`config.mk`:
```
export PLATFORM = sky130hd
export DESIGN_NAME = cordic_sine_cosine
export DESIGN_NICKNAME = d
export VERILOG_FILES = /design/src/sv/csc_pkg.sv /design/src/sv/csc_front.sv /design/src/sv/csc_queue.sv /design/src/sv/csc_core.sv /design/src/sv/cordic_sine_cosine.sv
export SDC_FILE = /design/constraint.sdc
export NUM_CORES = 1
export LEC_CHECK = 0
export ABC_AREA = 1
export BUFFER_PORTS_ARGS = -buffer_cell sky130_fd_sc_hd__buf_2
export CAP_MARGIN = 30
export CORE_UTILIZATION = 30
export DETAILED_ROUTE_END_ITERATION = 10
export SLEW_MARGIN = 10
export SYNTH_ARGS = -nofsm -noshare
export SYNTH_HDL_FRONTEND = slang
export SYNTH_SLANG_ARGS = --single-unit
```
`constraint.sdc`:
```
create_clock -name clk -period 10.9 [get_ports clk]
set_input_delay 1.635 -clock clk [delete_from_list [all_inputs] [get_ports clk]]
set_output_delay 1.635 -clock clk [all_outputs]
set_load 0.02 [all_outputs]
```
`src/sv/csc_pkg.sv`:
```
// Shared types, constants and helpers for the CORDIC sine/cosine unit.
package csc_pkg;

  localparam int XW        = 18;  // x/y datapath width, Q1.15 plus headroom
  localparam int OW        = 16;  // result width
  localparam int MAX_STEPS = 30;

  localparam logic signed [XW-1:0] X_START  = 18'sd19898;  // 0.60725293 in Q1.15
  localparam logic signed [XW-1:0] SAT_POS  = 18'sd32767;
  localparam logic signed [XW-1:0] SAT_NEG  = -18'sd32767;

  // angle mod 360 via reciprocal: u = deg + 360*92 is never negative
  localparam logic [16:0] DEG_OFFSET  = 17'd33120;
  localparam logic [16:0] RECIP       = 17'd93207;  // ceil(2^25 / 360)
  localparam int          RECIP_SHIFT = 25;

  localparam logic signed [9:0] DEG_360 = 10'sd360;
  localparam logic signed [9:0] DEG_180 = 10'sd180;
  localparam logic signed [9:0] DEG_90  = 10'sd90;
  localparam logic signed [9:0] DEG_45  = 10'sd45;

  // atan(2^-i), 45 deg = 2^29
  localparam logic [31:0] ATAN_ROM [MAX_STEPS] = '{
    32'h20000000, 32'h12E4051E, 32'h09FB385B, 32'h051111D4, 32'h028B0D43,
    32'h0145D7E1, 32'h00A2F61E, 32'h00517C55, 32'h0028BE53, 32'h00145F2F,
    32'h000A2F98, 32'h000517CC, 32'h00028BE6, 32'h000145F3, 32'h0000A2FA,
    32'h0000517D, 32'h000028BE, 32'h0000145F, 32'h00000A30, 32'h00000518,
    32'h0000028C, 32'h00000146, 32'h000000A3, 32'h00000051, 32'h00000029,
    32'h00000014, 32'h0000000A, 32'h00000005, 32'h00000003, 32'h00000001
  };

  // fold flags carried with each request from front to back
  typedef struct packed {
    logic quad_neg;  // angle lay beyond +-90: negate both results
    logic oct_pos;   // remainder lay above +45: sin=x, cos=-y
    logic oct_neg;   // remainder lay below -45: sin=-x, cos=y
  } fold_t;

  function automatic logic signed [OW-1:0] sat16(input logic signed [XW-1:0] v);
    logic signed [XW-1:0] t;
    if (v > SAT_POS) t = SAT_POS;
    else if (v < SAT_NEG) t = SAT_NEG;
    else t = v;
    return t[OW-1:0];
  endfunction

endpackage

```
`src/sv/csc_front.sv`:
```
// Front end: angle reduction mod 360, fold into +-45 degrees, scaling to the target angle.
module csc_front import csc_pkg::*; #(
  parameter int IT = 16,
  parameter int AW = IT + 2
) (
  input  logic          clk,
  input  logic          rst_n,
  input  logic          in_valid,
  output logic          in_ready,
  input  logic [15:0]   in_angle,
  output logic          out_valid,
  input  logic          out_ready,
  output logic [AW-1:0] out_target,
  output fold_t         out_fold
);

  typedef logic [AW-1:0] scale_tbl_t [64];

  // floor(m * 2^(IT-6) / 45) * 16 for m = 0..45
  function automatic scale_tbl_t build_scale();
    scale_tbl_t t;
    longint v;
    for (int m = 0; m < 64; m++) begin
      if (m <= 45) v = ((longint'(m) << (IT - 6)) / 45) * 16;
      else v = 0;
      t[m] = AW'(v);
    end
    return t;
  endfunction

  localparam scale_tbl_t SCALE = build_scale();

  logic        v1_r, v2_r;
  logic [16:0] u1_r, u2_r;
  logic [8:0]  q2_r;
  logic        en1, en2;
  logic [16:0] u_in;
  logic [33:0] prod;
  logic [16:0] q360, rem;
  logic [8:0]  r;
  logic signed [9:0] d0, d1, d2, dmag;
  logic [5:0]  mag;
  logic [AW-1:0] scaled;
  fold_t       fold;

  assign en2      = !v2_r || out_ready;
  assign en1      = !v1_r || en2;
  assign in_ready = en1;
  assign u_in     = {in_angle[15], in_angle} + DEG_OFFSET;
  assign prod     = {17'b0, u1_r} * {17'b0, RECIP};

  // r = u - 360*q, 360 = 256 + 64 + 32 + 8
  assign q360 = {q2_r, 8'b0} + {2'b0, q2_r, 6'b0} + {3'b0, q2_r, 5'b0}
              + {5'b0, q2_r, 3'b0};
  assign rem  = u2_r - q360;
  assign r    = rem[8:0];

  always_comb begin
    fold = '0;
    if (r > 9'd180) d0 = $signed({1'b0, r}) - DEG_360;
    else d0 = $signed({1'b0, r});
    d1 = d0;
    if (d0 > DEG_90) begin
      d1 = d0 - DEG_180;
      fold.quad_neg = 1'b1;
    end else if (d0 < -DEG_90) begin
      d1 = d0 + DEG_180;
      fold.quad_neg = 1'b1;
    end
    d2 = d1;
    if (d1 < -DEG_45) begin
      d2 = d1 + DEG_90;
      fold.oct_neg = 1'b1;
    end else if (d1 > DEG_45) begin
      d2 = d1 - DEG_90;
      fold.oct_pos = 1'b1;
    end
    dmag   = d2[9] ? -d2 : d2;
    mag    = dmag[5:0];
    scaled = SCALE[mag];
  end

  assign out_valid  = v2_r;
  assign out_target = d2[9] ? -scaled : scaled;
  assign out_fold   = fold;

  always_ff @(posedge clk) begin
    if (!rst_n) begin
      v1_r <= 1'b0;
      v2_r <= 1'b0;
    end else begin
      if (en1) v1_r <= in_valid;
      if (en2) v2_r <= v1_r;
    end
  end

  always_ff @(posedge clk) begin
    if (en1 && in_valid) u1_r <= u_in;
    if (en2 && v1_r) begin
      u2_r <= u1_r;
      q2_r <= prod[RECIP_SHIFT +: 9];
    end
  end

endmodule

```
`src/sv/csc_queue.sv`:
```
// Two-entry request queue between front end and rotation core.
module csc_queue #(
  parameter int W = 8
) (
  input  logic         clk,
  input  logic         rst_n,
  input  logic         in_valid,
  output logic         in_ready,
  input  logic [W-1:0] in_data,
  output logic         out_valid,
  input  logic         out_ready,
  output logic [W-1:0] out_data
);

  logic [W-1:0] mem_r [2];
  logic         wr_ptr_r, rd_ptr_r;
  logic [1:0]   count_r, count_nxt;
  logic         push, pop;

  assign in_ready  = (count_r != 2'd2);
  assign out_valid = (count_r != 2'd0);
  assign push      = in_valid && in_ready;
  assign pop       = out_valid && out_ready;
  assign out_data  = mem_r[rd_ptr_r];

  always_comb begin
    count_nxt = count_r;
    if (push && !pop) count_nxt = count_r + 2'd1;
    else if (pop && !push) count_nxt = count_r - 2'd1;
  end

  always_ff @(posedge clk) begin
    if (!rst_n) begin
      wr_ptr_r <= 1'b0;
      rd_ptr_r <= 1'b0;
      count_r  <= 2'd0;
    end else begin
      if (push) wr_ptr_r <= !wr_ptr_r;
      if (pop) rd_ptr_r <= !rd_ptr_r;
      count_r <= count_nxt;
    end
  end

  always_ff @(posedge clk) begin
    if (push) mem_r[wr_ptr_r] <= in_data;
  end

endmodule

```
`src/sv/csc_core.sv`:
```
// Back end: iterative CORDIC rotation, result fix-up and output register.
module csc_core import csc_pkg::*; #(
  parameter int IT = 16,
  parameter int AW = IT + 2
) (
  input  logic            clk,
  input  logic            rst_n,
  input  logic            req_valid,
  output logic            req_ready,
  input  logic [AW-1:0]   req_target,
  input  fold_t           req_fold,
  output logic            out_valid,
  input  logic            out_ready,
  output logic [OW-1:0]   out_sine,
  output logic [OW-1:0]   out_cosine
);

  localparam int CW = $clog2(IT);
  localparam logic [CW-1:0] LAST = CW'(IT - 1);

  localparam logic [1:0] ST_IDLE = 2'd0;
  localparam logic [1:0] ST_RUN  = 2'd1;
  localparam logic [1:0] ST_FIN  = 2'd2;

  typedef logic signed [AW-1:0] atan_tbl_t [2**CW];

  // atan(2^-i) rounded to the scale 45 deg = 2^(IT-2)
  function automatic atan_tbl_t build_atan();
    atan_tbl_t t;
    longint v;
    for (int i = 0; i < 2**CW; i++) begin
      if (i < IT) v = (longint'(ATAN_ROM[i]) + (longint'(1) << (30 - IT))) >>> (31 - IT);
      else v = 0;
      t[i] = AW'(v);
    end
    return t;
  endfunction

  localparam atan_tbl_t ATAN = build_atan();

  logic [1:0]           state_r, state_nxt;
  logic [CW-1:0]        cnt_r, cnt_nxt;
  logic signed [XW-1:0] x_r, x_nxt, y_r, y_nxt;
  logic signed [AW-1:0] s_r, s_nxt, target_r, diff;
  fold_t                fold_r;
  logic                 out_valid_r, out_valid_nxt;
  logic [OW-1:0]        sine_r, cosine_r;
  logic signed [XW-1:0] xs, ys, xa, sv, cv;
  logic                 dir_pos, load_req, load_out;

  assign req_ready = (state_r == ST_IDLE);
  assign load_req  = req_valid && req_ready;
  assign diff      = target_r - s_r;
  assign dir_pos   = !diff[AW-1] && (diff != '0);
  assign xs        = x_r >>> cnt_r;
  assign ys        = y_r >>> cnt_r;

  // fix-up: |x|, swap per octant flag, negate per quadrant flag
  always_comb begin
    xa = x_r[XW-1] ? -x_r : x_r;
    if (fold_r.oct_pos) begin
      sv = xa;
      cv = -y_r;
    end else if (fold_r.oct_neg) begin
      sv = -xa;
      cv = y_r;
    end else begin
      sv = y_r;
      cv = xa;
    end
    if (fold_r.quad_neg) begin
      sv = -sv;
      cv = -cv;
    end
  end

  always_comb begin
    state_nxt     = state_r;
    cnt_nxt       = cnt_r;
    x_nxt         = x_r;
    y_nxt         = y_r;
    s_nxt         = s_r;
    out_valid_nxt = out_valid_r && !out_ready;
    load_out      = 1'b0;
    case (state_r)
      ST_IDLE: begin
        if (req_valid) begin
          x_nxt     = X_START;
          y_nxt     = '0;
          s_nxt     = '0;
          cnt_nxt   = '0;
          state_nxt = ST_RUN;
        end
      end
      ST_RUN: begin
        if (dir_pos) begin
          x_nxt = x_r - ys;
          y_nxt = y_r + xs;
          s_nxt = s_r + ATAN[cnt_r];
        end else begin
          x_nxt = x_r + ys;
          y_nxt = y_r - xs;
          s_nxt = s_r - ATAN[cnt_r];
        end
        cnt_nxt = cnt_r + 1'b1;
        if (cnt_r == LAST) state_nxt = ST_FIN;
      end
      ST_FIN: begin
        if (!out_valid_r || out_ready) begin
          load_out      = 1'b1;
          out_valid_nxt = 1'b1;
          state_nxt     = ST_IDLE;
        end
      end
      default: state_nxt = ST_IDLE;
    endcase
  end

  always_ff @(posedge clk) begin
    if (!rst_n) begin
      state_r     <= ST_IDLE;
      out_valid_r <= 1'b0;
    end else begin
      state_r     <= state_nxt;
      out_valid_r <= out_valid_nxt;
    end
  end

  always_ff @(posedge clk) begin
    cnt_r <= cnt_nxt;
    x_r   <= x_nxt;
    y_r   <= y_nxt;
    s_r   <= s_nxt;
    if (load_req) begin
      target_r <= req_target;
      fold_r   <= req_fold;
    end
    if (load_out) begin
      sine_r   <= sat16(sv);
      cosine_r <= sat16(cv);
    end
  end

  assign out_valid  = out_valid_r;
  assign out_sine   = sine_r;
  assign out_cosine = cosine_r;

endmodule

```
`src/sv/cordic_sine_cosine.sv`:
```
// Top level of the CORDIC sine/cosine unit.
// Takes an angle in whole degrees (any 16-bit signed value, reduced mod 360) and
// returns its sine and cosine as signed Q1.15, saturated to +-32767. The front end
// reduces the angle (reciprocal multiply, registered, then one subtract), folds it
// into +-45 degrees with quadrant/octant flags and scales it so 45 deg = 2^(IT-2);
// it holds up to two requests. A two-entry queue decouples it from the rotation
// core, which runs ITERATIONS CORDIC steps on one shared shift-add unit.
// The core takes one request at a time: a load, ITERATIONS rotation steps, then a
// fix-up into the output register; it takes the next only after that. An accepted
// angle passes the two front-end registers and the queue before the core. The
// input keeps accepting while a result waits in the output register until the
// front end and queue are full.
module cordic_sine_cosine import csc_pkg::*; #(
  parameter int ITERATIONS = 16  // rotation steps, 8..30
) (
  input  logic        clk,
  input  logic        rst_n,
  input  logic        in_tvalid,
  output logic        in_tready,
  input  logic [15:0] in_tdata,   // [15:0] angle_degrees
  output logic        out_tvalid,
  input  logic        out_tready,
  output logic [31:0] out_tdata   // [15:0] sine, [31:16] cosine
);

  localparam int AW = ITERATIONS + 2;      // angle accumulator width
  localparam int FW = $bits(fold_t);
  localparam int QW = AW + FW;

  logic          fe_valid, fe_ready;
  logic [AW-1:0] fe_target;
  fold_t         fe_fold;

  logic          rq_valid, rq_ready;
  logic [QW-1:0] rq_data;
  logic [OW-1:0] sine, cosine;

  // front end: reduce, fold, scale
  csc_front #(.IT(ITERATIONS), .AW(AW)) u_front (
    .clk        (clk),
    .rst_n      (rst_n),
    .in_valid   (in_tvalid),
    .in_ready   (in_tready),
    .in_angle   (in_tdata),
    .out_valid  (fe_valid),
    .out_ready  (fe_ready),
    .out_target (fe_target),
    .out_fold   (fe_fold)
  );

  // request queue: {target, fold flags}
  csc_queue #(.W(QW)) u_queue (
    .clk       (clk),
    .rst_n     (rst_n),
    .in_valid  (fe_valid),
    .in_ready  (fe_ready),
    .in_data   ({fe_target, fe_fold}),
    .out_valid (rq_valid),
    .out_ready (rq_ready),
    .out_data  (rq_data)
  );

  // rotation core with output register
  csc_core #(.IT(ITERATIONS), .AW(AW)) u_core (
    .clk        (clk),
    .rst_n      (rst_n),
    .req_valid  (rq_valid),
    .req_ready  (rq_ready),
    .req_target (rq_data[QW-1:FW]),
    .req_fold   (fold_t'(rq_data[FW-1:0])),
    .out_valid  (out_tvalid),
    .out_ready  (out_tready),
    .out_sine   (sine),
    .out_cosine (cosine)
  );

  assign out_tdata = {cosine, sine};

endmodule

```
==> out/qor.yml, run 1 <==
grt_max_degree: 64
netlist_instances: 2876
ys_seq_area_share_pct: 25.2
timing.critical_path.mode_cell: "nand2_1"
synth-seq-cells: 182
finalSetupTns_ps: 0
postSynthNetCount: 3212
timing.final.max_slew_violations: 0
holdCritPathClass: "reg -> reg"
grt_pass1_wl_mm: 85.3
rows: 97
tritoncts_buffer_count: 17
end_kind: "flip-flop"
worst_pin_slew_ps: 903
ys_dominant_reg_cell: "edfxtp_1"
run_status: "finished, final reports clean"
core_area_um2: 70300
timing.reg2reg.worst_path_depth: 53
worst-r2r-setup-slack_ps: 3080
layout_cells_sized_above_1_pct: 6.48
crit_required_ps: 11120
synth.avg_cell_area_um2: 7.43
final_net_count: 3223
place_hpwl_mm: 40.4
place_congestion: 0.903
die_h_um: 269
syn-cell-area_um2: 21400
mostFrequentLayoutCell: "nand2_1"
worst_hold_launch: "u_front.v1_r"
route.final.wire_length_mm: 51.0
critical_path_class: "reg -> reg"
initial_util_pct: 30.4
routed_wire_length_per_instance_um: 13.3
timing.rr.end: "u_queue.mem_r[0][15]"
cts_max_path_buffers: 2
grt_setup_unrepaired: "false"
final_cell_mix: "631 x nand2_1, 493 x inv_1, 227 x nor2_1"
ios: 54
fin_cells: 3840
max_cap_violations: 0
remaining_drc_errors: 0
dpl.cell_count: 3808
max_slew_margin_pct: 39.7
synthToLayoutAreaGrowth_pct: 8.40
cts_hold_buf: 0
fin_util_pct: 32.9
setup_bufs_post_cts: 0
cpPeakStageDelay_ps: 530
buffer_ports.inserted: 53
beginning_of_the_worst_register_to_register_path: "u_front.q2_r[1]"
clkSlewWorstSetupHoldPaths_ps: 80
crit_path_top_delay_cell: "fa_1"
synth.distinct_cells: 66
dieArea_um2: 72300
pre_cts_ws_ps: 3090
grt_overflow: 0
cts_repair_resize_count: 0
postSynth.asyncResetShare_pct: 0
final_period_minus_worst_setup_slack_ps: 7820
clkLatencyLatePin_ps: 480
clock_sink_count: 182
crit_end: "u_queue.mem_r[0][15]"
grt_usage_pct: 14.6
viasPerCell: 4.69
cp.arrival_ps: 8040
postLayoutSetupSlackWorst_ps: 3080
maxClockFrequency_ghz: 0.128
htree_num_levels: 4
drt-initial-drc-count: 1088
worst_clock_skew_ps: 19.9
first_global_vias: 17100
setup_violations: 0
antennaDiodeCount: 0
synth.yosys.warnings: 0
critical_path.max_fanout: 16
grt_antenna_before_repair: 0
routed-via-count: 18000
detail-route-antenna-nets: 0
cts_root_buffer: "clkbuf_16"
type_of_element_launching_the_critical_path: "flip-flop"
tritoncts: "yes"
firstDrtPassIters: 5
synth-edff-count: 173
critPathLaunch: "u_front.q2_r[1]"
layout_worst_path_cycle_share_pct: 71.7
hold_viol_final: 0
floorplan.die.width_um: 269
## registers in the layout (all words and copies together) (netlist names), 14 cells and up
| name | cells |
|---|---|
| u_core.y_r | 18 |
| u_queue.mem_r | 34 |
| u_front.u1_r | 17 |
| u_core.x_r | 18 |
| u_core.s_r | 18 |
| u_core.out_cosine | 16 |
| u_core.out_sine | 16 |
| u_core.target_r | 14 |
## routing by layer
layer / routed length, µm / part of all wire, % / up-vias / GRT usage [%]
met5: 0 / 0 / - / 0
met4: 879 / 1.7 / 0 / 3.69
met3: 2180 / 4.3 / 50 / 1.85
met2: 23200 / 46 / 377 / 24.2
met1: 24700 / 48 / 8197 / 20.0
li1: - / - / 9397 / -
## synth_stat cells (9+ instances only)
cell | n | area share [%]
dfxtp_1 | 9 | 0.84
a21oi_1 | 157 | 3.7
a32oi_1 | 9 | 0.37
nand2_1 | 632 | 11
o21bai_1 | 9 | 0.32
a31oi_1 | 11 | 0.32
o21ai_1 | 12 | 0.28
nor2_1 | 227 | 4.0
or2_2 | 10 | 0.29
xor2_1 | 95 | 3.9
ha_1 | 221 | 13
clkbuf_1 | 50 | 0.88
o21ai_0 | 210 | 4.9
o211ai_1 | 14 | 0.49
nand2_4 | 13 | 0.69
xnor2_1 | 47 | 1.9
fa_1 | 95 | 8.9
nand2_2 | 27 | 0.79
nand3_1 | 158 | 3.7
inv_2 | 12 | 0.21
inv_1 | 493 | 8.7
nor3_1 | 39 | 0.91
nand4_1 | 25 | 0.73
buf_1 | 16 | 0.28
edfxtp_1 | 173 | 24
## worst min path at each step
| stage | slack (ps) | to | cells past startpoint |
|---|---|---|---|
| 6_report | 500 | u_front.out_valid | 2 |
| 5_1_grt | 520 | u_front.out_valid | 2 |
| 4_1_cts | 500 | u_front.out_valid | 2 |
| 3_5_place_dp | 490 | u_front.out_valid | 2 |
| 3_3_place_gp | 480 | u_front.out_valid | 2 |
| 2_1_floorplan | 460 | u_front.out_valid | 2 |
## kinds of logic (layout without fill, tap and decap cells)
group,Yosys count,in the layout,synth area share [%]
xor+xnor,144,144,6.03
fa+ha+maj,316,316,21.9
mux,7,7,0.328
compound gates,473,473,12.3
buf+inv,584,608,10.5
flops,182,182,25.2
simple gates,1170,1170,23.8
## cell type report
cell class	count	area, µm²
Clock buffer	18	429
Clock inverter	14	140
Fill cell	7535	47100
Multi-Input combinational cell	2110	13700
Inverter	508	1910
Timing Repair Buffer	68	378
Tap cell	940	1180
Sequential cell	182	5380
## worst max-delay path: cells and delay by family, from the launching register on
| kind | cells | cell delay [ps] |
|---|---|---|
| AO/OA/AOI/OAI | 3 | 320 |
| adder cells (fa/ha/maj) | 8 | 2720 |
| buffers and inverters | 9 | 700 |
| flip-flops | 1 | 360 |
| AND/OR/NAND/NOR | 33 | 3410 |
## metrics by stage
step           hold slack, ps  instance area, µm²
2_1_floorplan             461               21400
3_3_place_gp              478               22600
3_5_place_dp              490               22600
4_1_cts                   499               23200
5_1_grt                   521               23200
6_report                  499               23200
Power of run 1 is left out: the tool's default activity adds up to more than one toggle a clock period on the data nets, which glitch-free logic cannot reach.
==> inputs of run 2 (changes only) <==
--- a/config.mk
+++ b/config.mk
@@ -5,7 +5,7 @@
 export SDC_FILE = /design/constraint.sdc
 export NUM_CORES = 1
 export LEC_CHECK = 0
-export ABC_AREA = 1
+export ABC_AREA = 0
 export BUFFER_PORTS_ARGS = -buffer_cell sky130_fd_sc_hd__buf_2
 export CAP_MARGIN = 30
 export CORE_UTILIZATION = 30
==> constraint.sdc (replaced) <==
create_clock -name clk -period 7.3 [get_ports clk]
set_input_delay 1.095 -clock clk [delete_from_list [all_inputs] [get_ports clk]]
set_output_delay 1.095 -clock clk [all_outputs]
set_load 0.02 [all_outputs]
==> run 2 against run 1 <==
  * The run now ends with setup timing left
  * Synthesized cell count shrank 18%
  * Setup slack lost 3200 ps
  * Final cell count shrank 9.6%
  * Die area shrank 0.51%
  * Routed wire length grew 5.4%
  * Highest routed layer unchanged
==> out/qor.yml, run 2 <==
run_status: "complete, but fails checks"
failed_checks: "setup timing"
maxClockFrequency_ghz: 0.136
critical_path.max_fanout: 6
synth_top_cells_by_area: "edfxtp_1 24%, ha_1 13%, fa_1 9.0%"
critical_path_class: "reg -> reg"
postSynthNetCount: 2681
detail-route-antenna-nets: 0
met3_length_mm: 2.16
largest_reg_flops: 34
syn-cell-area_um2: 21200
synth-edff-count: 173
rows: 97
timing.final.max_slew_violations: 0
grt_pass1_wl_mm: 87.0
yosysTopAreaCellShare_pct: 24.4
met2RoutedLength_mm: 26.4
clkLatencyLatePin_ps: 490
routed_wire_length_per_instance_um: 15.5
drt-initial-drc-count: 1015
remaining_drc_errors: 0
routed-via-count: 17300
synthToLayoutAreaGrowth_pct: 19.9
synth.distinct_cells: 97
end_kind: "flip-flop"
synth.yosys.warnings: 0
layout.filler_cells: 7070
final_cell_mix: "234 x inv_1, 205 x ha_1, 183 x buf_4"
setup_violations: 18
type_of_element_launching_the_critical_path: "flip-flop"
layout_worst_path_cycle_share_pct: 101
post-synth-top-area-cell: "edfxtp_1"
buffer_ports.inserted: 53
ys_seq_area_share_pct: 25.3
yosysMostFrequentCell: "inv_1"
tritoncts: "yes"
tritoncts_buffer_count: 17
met1_length_mm: 23.7
grt_usage_pct: 15.2
worst_pin_slew_ps: 911
ios: 54
cp.arrival_ps: 7590
worst_clock_skew_ps: 15.6
first_global_vias: 16800
cts_root_buffer: "clkbuf_16"
hold_viol_final: 0
crit_path_top_delay_cell: "fa_1"
die_h_um: 268
grt_setup_unrepaired: "true"
clock_sink_count: 182
synth-seq-cells: 182
place_hpwl_mm: 41.6
mostFrequentLayoutCell: "inv_1"
viasPerCell: 4.98
grt_overflow: 0
final_period_minus_worst_setup_slack_ps: 7370
firstDrtPassIters: 5
place_congestion: 0.880
crit_required_ps: 7530
dieArea_um2: 71900
htree_num_levels: 4
clkSlewWorstSetupHoldPaths_ps: 70
netlist_instances: 2345
pre_cts_ws_ps: -242
max_slew_margin_pct: 39.0
regMostFlops: "u_queue.mem_r"
ys_dominant_reg_cell: "edfxtp_1"
cts_max_path_buffers: 2
initial_util_pct: 30.3
antennaDiodeCount: 0
holdCritPathClass: "reg -> reg"
cts_hold_buf: 0
grt_antenna_before_repair: 0
grt_max_degree: 65
layout_cells_sized_above_1_pct: 20.5
max_cap_violations: 0
core_area_um2: 70000
route.top_layer_used: "met4"
floorplan.die.width_um: 268
cpPeakStageDelay_ps: 510
synth.avg_cell_area_um2: 9.06
postLayoutSetupSlackWorst_ps: -68.9
synth.cells.most_frequent: "243 x inv_1, 221 x ha_1, 176 x nor2_1"
final_net_count: 2854
postSynth.asyncResetShare_pct: 0
route.final.wire_length_mm: 53.7
## run 2: cell count changes after synthesis, sizes merged, moves of 39 or more
cell | previous run | this run
o21ai | 225 | 155
nand2 | 672 | 174
inv | 506 | 246
nor2 | 233 | 179
nand3 | 169 | 42
xnor2 | 48 | 163
xor2 | 96 | 57
mux2i | 7 | 54
## run 2: path summary, 6_finish.rpt
check / start / slack, ps / cells past startpoint / endpoint
setup reg to reg: u_front.q2_r[2] / -70 / 36 / u_queue.mem_r[0][17]
hold reg to reg: u_front.v1_r / 530 / 1 / u_front.out_valid
setup / recovery: u_front.q2_r[2] / -70 / 36 / u_queue.mem_r[0][17]
hold / removal: u_front.v1_r / 530 / 1 / u_front.out_valid
## run 2: cells by family after synthesis
family                   synth area share [%]
adder cells (fa/ha/maj)                  22.0
multiplexers                             6.08
AND/OR/NAND/NOR                          14.1
flip-flops                               25.3
AO/OA/AOI/OAI                            16.9
buffers and inverters                    6.24
XOR/XNOR                                 9.46
## run 2: final cells by class
| type | count | area, µm² | area share [%] |
|---|---|---|---|
| clock buffer | 17 | 425 | 1.67 |
| clock inverter | 14 | 175 | 0.687 |
| inverter | 247 | 930 | 3.65 |
| multi-input combinational | 1816 | 15500 | 60.9 |
| sequential | 182 | 5380 | 21.1 |
| tap | 940 | 1180 | 4.62 |
| timing repair buffer | 254 | 1870 | 7.35 |
## run 2: routing by layer
metal  global-route usage (%)  vias up
met5                        0        -
met2                     26.3      365
met4                     5.59        0
li1                         -     8618
met1                     18.7     8210
met3                     2.75       94
## run 2: metrics by stage
stage / std cells / cell area, µm² / hold slack, ps / util, % / TNS, ps
after floorplan: 2345 / 21500 / 477 / - / -3610
after global placement: 3407 / 23900 / 507 / 34.1 / -2840
after detailed placement: 3409 / 23900 / 516 / 34.2 / -4270
after CTS: 3448 / 24700 / 537 / 35.3 / 0
after global routing: 3470 / 25500 / 556 / 36.4 / -6170
final: 3470 / 25500 / 532 / 36.4 / -603
## run 2: timing repair
action                                  in CTS  in global routing
pin swaps                                   12                 49
cloned                                       0                  2
endpoints found under the setup margin      27                 36
buffers inserted                             8                 21
resized for setup                           23                126
## run 2: worst max-delay path, delay by kind of cell (launching register included)
family	cells	cell delay, ps
xor gates and xnor gates	4	740
muxes	1	90
and+or+nand+nor	5	600
DFF	1	370
adders and majority gates	7	1980
AOI/OAI and AO/OA	12	2570
buffers and inverters	7	730
Power of run 2 is left out for the same reason.
